--- src/rtl/first_fit_piece_allocator_top_macros.svh ---
// assertion macros for the first-fit piece allocator
`ifndef FIRST_FIT_PIECE_ALLOCATOR_TOP_MACROS_SVH
`define FIRST_FIT_PIECE_ALLOCATOR_TOP_MACROS_SVH

// implication checked on every rising clock edge outside reset
`define FFPA_ASSERT_IMP(label, ante, cons) \
    label: assert property (@(posedge clk) disable iff (!rst_n) (ante) |-> (cons)) \
        else $error("assertion failed");

// implication whose consequent is checked in the cycle after the antecedent
`define FFPA_ASSERT_NEXT(label, ante, cons) \
    label: assert property (@(posedge clk) disable iff (!rst_n) (ante) |=> (cons)) \
        else $error("assertion failed");

`endif

--- src/rtl/ffpa_pkg.sv ---
// shared types and constants of the first-fit piece allocator
package ffpa_pkg;

    localparam int OFS_W   = 14;
    localparam int SIZE_W  = 19;
    localparam int BYTES_W = 18;

    typedef enum logic [1:0] {
        REQ_ALLOC = 2'd0,
        REQ_FREE  = 2'd1,
        REQ_QUERY = 2'd2,
        REQ_BAD   = 2'd3
    } req_t;

    // classified word passed from front to back
    typedef struct packed {
        req_t             kind;
        logic [OFS_W:0]   need;
        logic [OFS_W-1:0] hdr;
        logic             ofs_ok;
    } cmd_t;

endpackage

--- src/rtl/ffpa_front.sv ---
// front part: accepts words, classifies them and fills the command queue
module ffpa_front
    import ffpa_pkg::*;
#(
    parameter int PIECES = 16384,
    parameter int DEPTH  = 2
)
(
    input  logic              clk,
    input  logic              rst_n,
    input  logic              in_valid,
    output logic              in_stall,
    input  logic [1:0]        req_type,
    input  logic [SIZE_W-1:0] size_bytes,
    input  logic [OFS_W-1:0]  data_offset,
    output logic              cmd_valid,
    output cmd_t              cmd,
    input  logic              cmd_take
);

    localparam int AW = $clog2(DEPTH);

    cmd_t            q_reg [DEPTH];
    logic [AW-1:0]   wr_reg;
    logic [AW-1:0]   rd_reg;
    logic [AW:0]     cnt_reg;
    cmd_t            c;
    logic [OFS_W-1:0] hdr;
    logic [SIZE_W:0] size_up;
    logic            push;
    logic            pop;

    // piece count saturates, anything that large can never fit
    always_comb
    begin
        hdr = data_offset - OFS_W'(1);
        size_up = {1'b0, size_bytes} + (SIZE_W+1)'(15);
        c.kind = req_t'(req_type);
        c.need = size_up[SIZE_W] ? '1 : size_up[SIZE_W-1:4];
        c.hdr = hdr;
        c.ofs_ok = (data_offset != '0) && ({1'b0, hdr} < (OFS_W+1)'(PIECES));
    end

    assign in_stall  = (cnt_reg == (AW+1)'(DEPTH));
    assign push      = in_valid && !in_stall;
    assign cmd_valid = (cnt_reg != '0);
    assign pop       = cmd_take && cmd_valid;
    assign cmd       = q_reg[rd_reg];

    always_ff @(posedge clk)
    begin
        if (push)
        begin
            q_reg[wr_reg] <= c;
        end
    end

    always_ff @(posedge clk or negedge rst_n)
    begin
        if (!rst_n)
        begin
            wr_reg  <= '0;
            rd_reg  <= '0;
            cnt_reg <= '0;
        end
        else
        begin
            if (push)
            begin
                wr_reg <= AW'((32'(wr_reg) + 1) % DEPTH);
            end
            if (pop)
            begin
                rd_reg <= AW'((32'(rd_reg) + 1) % DEPTH);
            end
            cnt_reg <= cnt_reg + (AW+1)'(push) - (AW+1)'(pop);
        end
    end

endmodule

--- config.mk ---
export PLATFORM = sky130hd
export DESIGN_NAME = ffpa_front
export DESIGN_NICKNAME = d
export VERILOG_FILES = /design/src/rtl/first_fit_piece_allocator_top_macros.svh /design/src/rtl/ffpa_pkg.sv /design/src/rtl/ffpa_front.sv
export SDC_FILE = /design/constraint.sdc
export NUM_CORES = 1
export LEC_CHECK = 0
export BUFFER_PORTS_ARGS = -buffer_cell sky130_fd_sc_hd__buf_4
export CORE_MARGIN = 2
export CORE_UTILIZATION = 45
export DETAILED_ROUTE_END_ITERATION = 6
export PLACE_DENSITY = 0.77
export REMOVE_ABC_BUFFERS = 1
export SYNTH_ARGS = -nofsm -noshare
export SYNTH_HDL_FRONTEND = slang
export SYNTH_SLANG_ARGS = --single-unit
--- constraint.sdc ---
create_clock -name clk -period 3.79 [get_ports clk]
set_input_delay 0.379 -clock clk [delete_from_list [all_inputs] [get_ports clk]]
set_output_delay 0.379 -clock clk [all_outputs]
set_load 0.05 [all_outputs]
# == Word level (Yosys, flattened, before mapping) ==
# Memory sizes are Yosys's and may differ from the RTL's.
# Cells that the tools add are included.
# Widths: inputs -> output; s select.
# classes
n_bitwise,0
n_mul,0
n_reduce_logical,5
order_cmp,0
shift,0
n_div,0
add_sub_neg,6
n_mux,3
n_eq_ne,1
# op_table
cell,count
$add 19x4->20 const B,1
$mux 15,1
$reduce_bool 14->1,1
$sub 14x1->14 const B,1
$add 1x1->1 const B,2
$add 2x1->2,1
$eq 2x2->1 const B,1
$logic_and 1x1->1,2
$mux 1,2
$reduce_bool 2->1,1
$sub 2x1->2,1
$logic_not 1->1,1
# word_totals
latchBits,0
ff_bits,4
mem_count,1
mem_bits_ro,0
output_inout_bits,34
ram_bits,64
# memory_table
memory,depth,word_bits,read_ports,rd_ports_with_merged_regs,wr,line,text
q_reg,2,32,1,0,1,ffpa_front.sv:23,cmd_t q_reg [DEPTH];

# == Depth between registers and ports, before layout ==
# depth
word_depth,5
depth_mapped,7
depth_no_buf,7

# == Worst setup path before layout ==
# Ideal clock, no wire load.
# synth_path
kind,register to register
from,reg cnt_reg[1]
to,mem q_reg[0][0] (netlist bit) (enable)
arrival_time_ps,1943
synth_period_minus_slack_ps,2364
setup_slack_ps,1426
path_stages_with_launch,4
path_buffers,0
path_cell_list,dfrtp_1 > nand2b_1 > nand2_1 > nor2_1
# synth_between
elab_chain_len,5
# synth_rtl
element,line,text
"start, declared",ffpa_front.sv:26,logic [AW:0] cnt_reg;
"start signal, assigned",ffpa_front.sv:76,cnt_reg <= cnt_reg + (AW+1)'(push) - (AW+1)'(pop);
$eq 2x2->1,ffpa_front.sv:44,assign in_stall = (cnt_reg == (AW+1)'(DEPTH));
$logic_not 1->1,ffpa_front.sv:45,assign push = in_valid && !in_stall;
$logic_and 1x1->1,ffpa_front.sv:45,
$mux 1,ffpa_front.sv:52,if (push)
$mux 1 (implied by the code),ffpa_front.sv:54,q_reg[wr_reg] <= c;
"end, declared",ffpa_front.sv:23,
# Every way passes these cells.

==> flow_metrics.tcl <==
set metrics [dict create \
    max_freq_mhz 403 \
    p_per_area_nw_per_um2 762 \
    status "complete, no violations" \
    setup-tns-final_ps 0 \
    whs_ps 239 \
    row_count 30 \
    cts_tree "yes" \
    clock_latency_ps 330 \
    fill_cells 556 \
    area_growth_syn_to_layout_pct 27.0 \
    power.total_mw 2.97 \
    grt_pass1_wl_um 8920 \
    grt_max_degree 33 \
    ys_seq_area_share_pct 65.9 \
    drc 0 \
    cts_sinks 68 \
    clkTransAtPathRegs_ps 70 \
    die_width_um 86.6 \
    synth-async-reset-ratio_pct 5.88 \
    place_congestion 0.812 \
    start_util_pct 46.0 \
    viasPerCell 5.09 \
    die_h_um 86.6 \
    grt-ovfl-total 0 \
    ys_types 32 \
    largest_reg_flops 64 \
    yosysTopAreaCell "edfxtp_1" \
    synth-seq-cells 68 \
    slew_viol_final 0 \
    synth_top_area_share_pct 62.6 \
    ant_nets 0 \
    slew_headroom_pct 35.4 \
    grt_pass1_vias 1968 \
    rsz0062_at_grt "no" \
    clock-root-buffer "clkbuf_8" \
    cts_setup_buffers 0 \
    regArea_um2 2020 \
    syn_avg_cell_area_um2 14.8 \
    die-area_um2 7500 \
    yosys_warnings 0 \
    wirelength_um 5520 \
    syn_inst 207 \
    dp_hpwl_um 3870 \
    ff2ff_setup_slack_ps 1980 \
    clock_skew_ps 8.91 \
    endpoint "cmd[25]" \
    io_pins 73 \
    r2r-start "cnt_reg[1]" \
    postLayoutCellArea_um2 3900 \
    startpoint_type "register" \
    endpoint_kind "output pin" \
    netlist_top_cells_area "edfxtp_1, mux2_2, dfrtp_1" \
    wl_per_cell_um 14.7 \
    crit_arrival_ps 2100 \
    numCtsBuffers 9 \
    synthFlopType "edfxtp_1" \
    synth_area_um2 3070 \
    final_cell_mix "buf_4, edfxtp_1, mux2_2" \
    worstPathMaxFanout 18 \
    cts_max_level 3 \
    diodes 0 \
    tightest_slew_ps 966 \
    startpoint "rd_reg" \
    cts.repair.resized 0 \
    antenna_found_initial 0 \
    ir_drop_uv 384 \
    clk_path_buf_depth 2 \
    drive_gt1_share_pct 44.9 \
    dpl_cell_area_um2 3720 \
    final_core_util_pct 58.4 \
    core_area_um2 6680 \
    layout_min_cycle_time_ps 2480 \
    rr_endpoint "q_reg[0][17]" \
    port_buffers 72 \
    drtIter0Drc 103 \
    vias 1902 \
    multiInputGateArea_um2 1010 \
    grt_usage_pct 15.7 \
    dr.pass1.iters 4 \
    maxCapViolations 0 \
    p_leak_nw 1.47 \
    finalSetupViolCount 0 \
    critPathRequiredTime_ps 3410 \
    fin_crit_sh_pct 65.5 \
    r2r_cells 3 \
    synth_edf_count 64 \
    final_common_cell "buf_4" \
    hold_class "input pin to register" \
    path_class "register to output pin" \
    nets 331 \
    hold_viol 0 \
]
## report_power, final
| part | leakage, nW | switching, mW | internal, mW | total, mW |
|---|---|---|---|---|
| Sequential | 0.637 | 0.0842 | 1.03 | 1.12 |
| Clock | 0.0824 | 0.256 | 0.253 | 0.509 |
| Combinational | 0.755 | 0.885 | 0.458 | 1.34 |
## Yosys cell counts, drive strengths merged (2+ instances only)
master and n:
nor3 4, or2 2, mux2 34, and3 2
clkbuf 4, inv 8, nand2 13, nand2b 2
edfxtp 64, nor4 8, nor2 13, nand4 3
xnor2 9, o21ai 6, nand3b 2, or3 2
xor2 9, ha 3, nand3 5, and2 2
dfrtp 4
## worst min path at each step
stage	start	cells past startpoint	to	slack [ps]
6_report	req_type[1]	1	q_reg[0][31]	240
5_1_grt	req_type[0]	1	q_reg[1][30]	210
4_1_cts	req_type[0]	1	q_reg[0][30]	220
3_5_place_dp	rst_n	1	cnt_reg[1]	180
3_3_place_gp	rst_n	1	cnt_reg[1]	180
2_1_floorplan	rst_n	0	cnt_reg[0]	80
## metal layers
layer,track usage [%],vias to the layer above,wire (um)
li1,-,937,-
met4,8.24,0,98
met5,0,-,0
met3,4.19,8,263
met1,18.5,899,2320
met2,26.2,58,2830
## worst max-delay path, cell delays in order (launching register included)
cell,delay (ps)
dfrtp_1,840
buf_4,370
mux2_2,370
buf_4,190
## repair_timing
action,in CTS,in global routing
endpoints found under the hold margin,4,0
endpoints found under the setup margin,0,0
hold buffers,1,0
## stage by stage
| step | worst slack, ps | cells |
|---|---|---|
| 6_report | 1310 | 374 |
| 5_1_grt | 1160 | 374 |
| 4_1_cts | 1230 | 374 |
| 3_5_place_dp | 1600 | 357 |
| 3_3_place_gp | 1630 | 357 |
| 2_1_floorplan | 1430 | 203 |
## logic make-up (layout without fill, tap and decap cells)
kind of cell / after synthesis / count (layout) / synth area share (%)
flops: 68 / 68 / 65.9
simple gates: 61 / 61 / 11.6
mux: 34 / 34 / 12.5
xor+xnor: 18 / 18 / 5.13
buf+inv: 12 / 99 / 1.47
compound gates: 11 / 11 / 2.28
fa+ha+maj: 3 / 3 / 1.22
## area by class of cell
class / instances / share of cell area, %
clock buffers: 12 / 3.72
clock inverters: 4 / 0.642
inverters: 8 / 0.770
multi-input cells: 127 / 25.9
flip-flops and latches: 68 / 51.9
well taps: 80 / 2.57
repair buffers: 75 / 14.5
No activity file was read; power rests on OpenSTA's default activity.
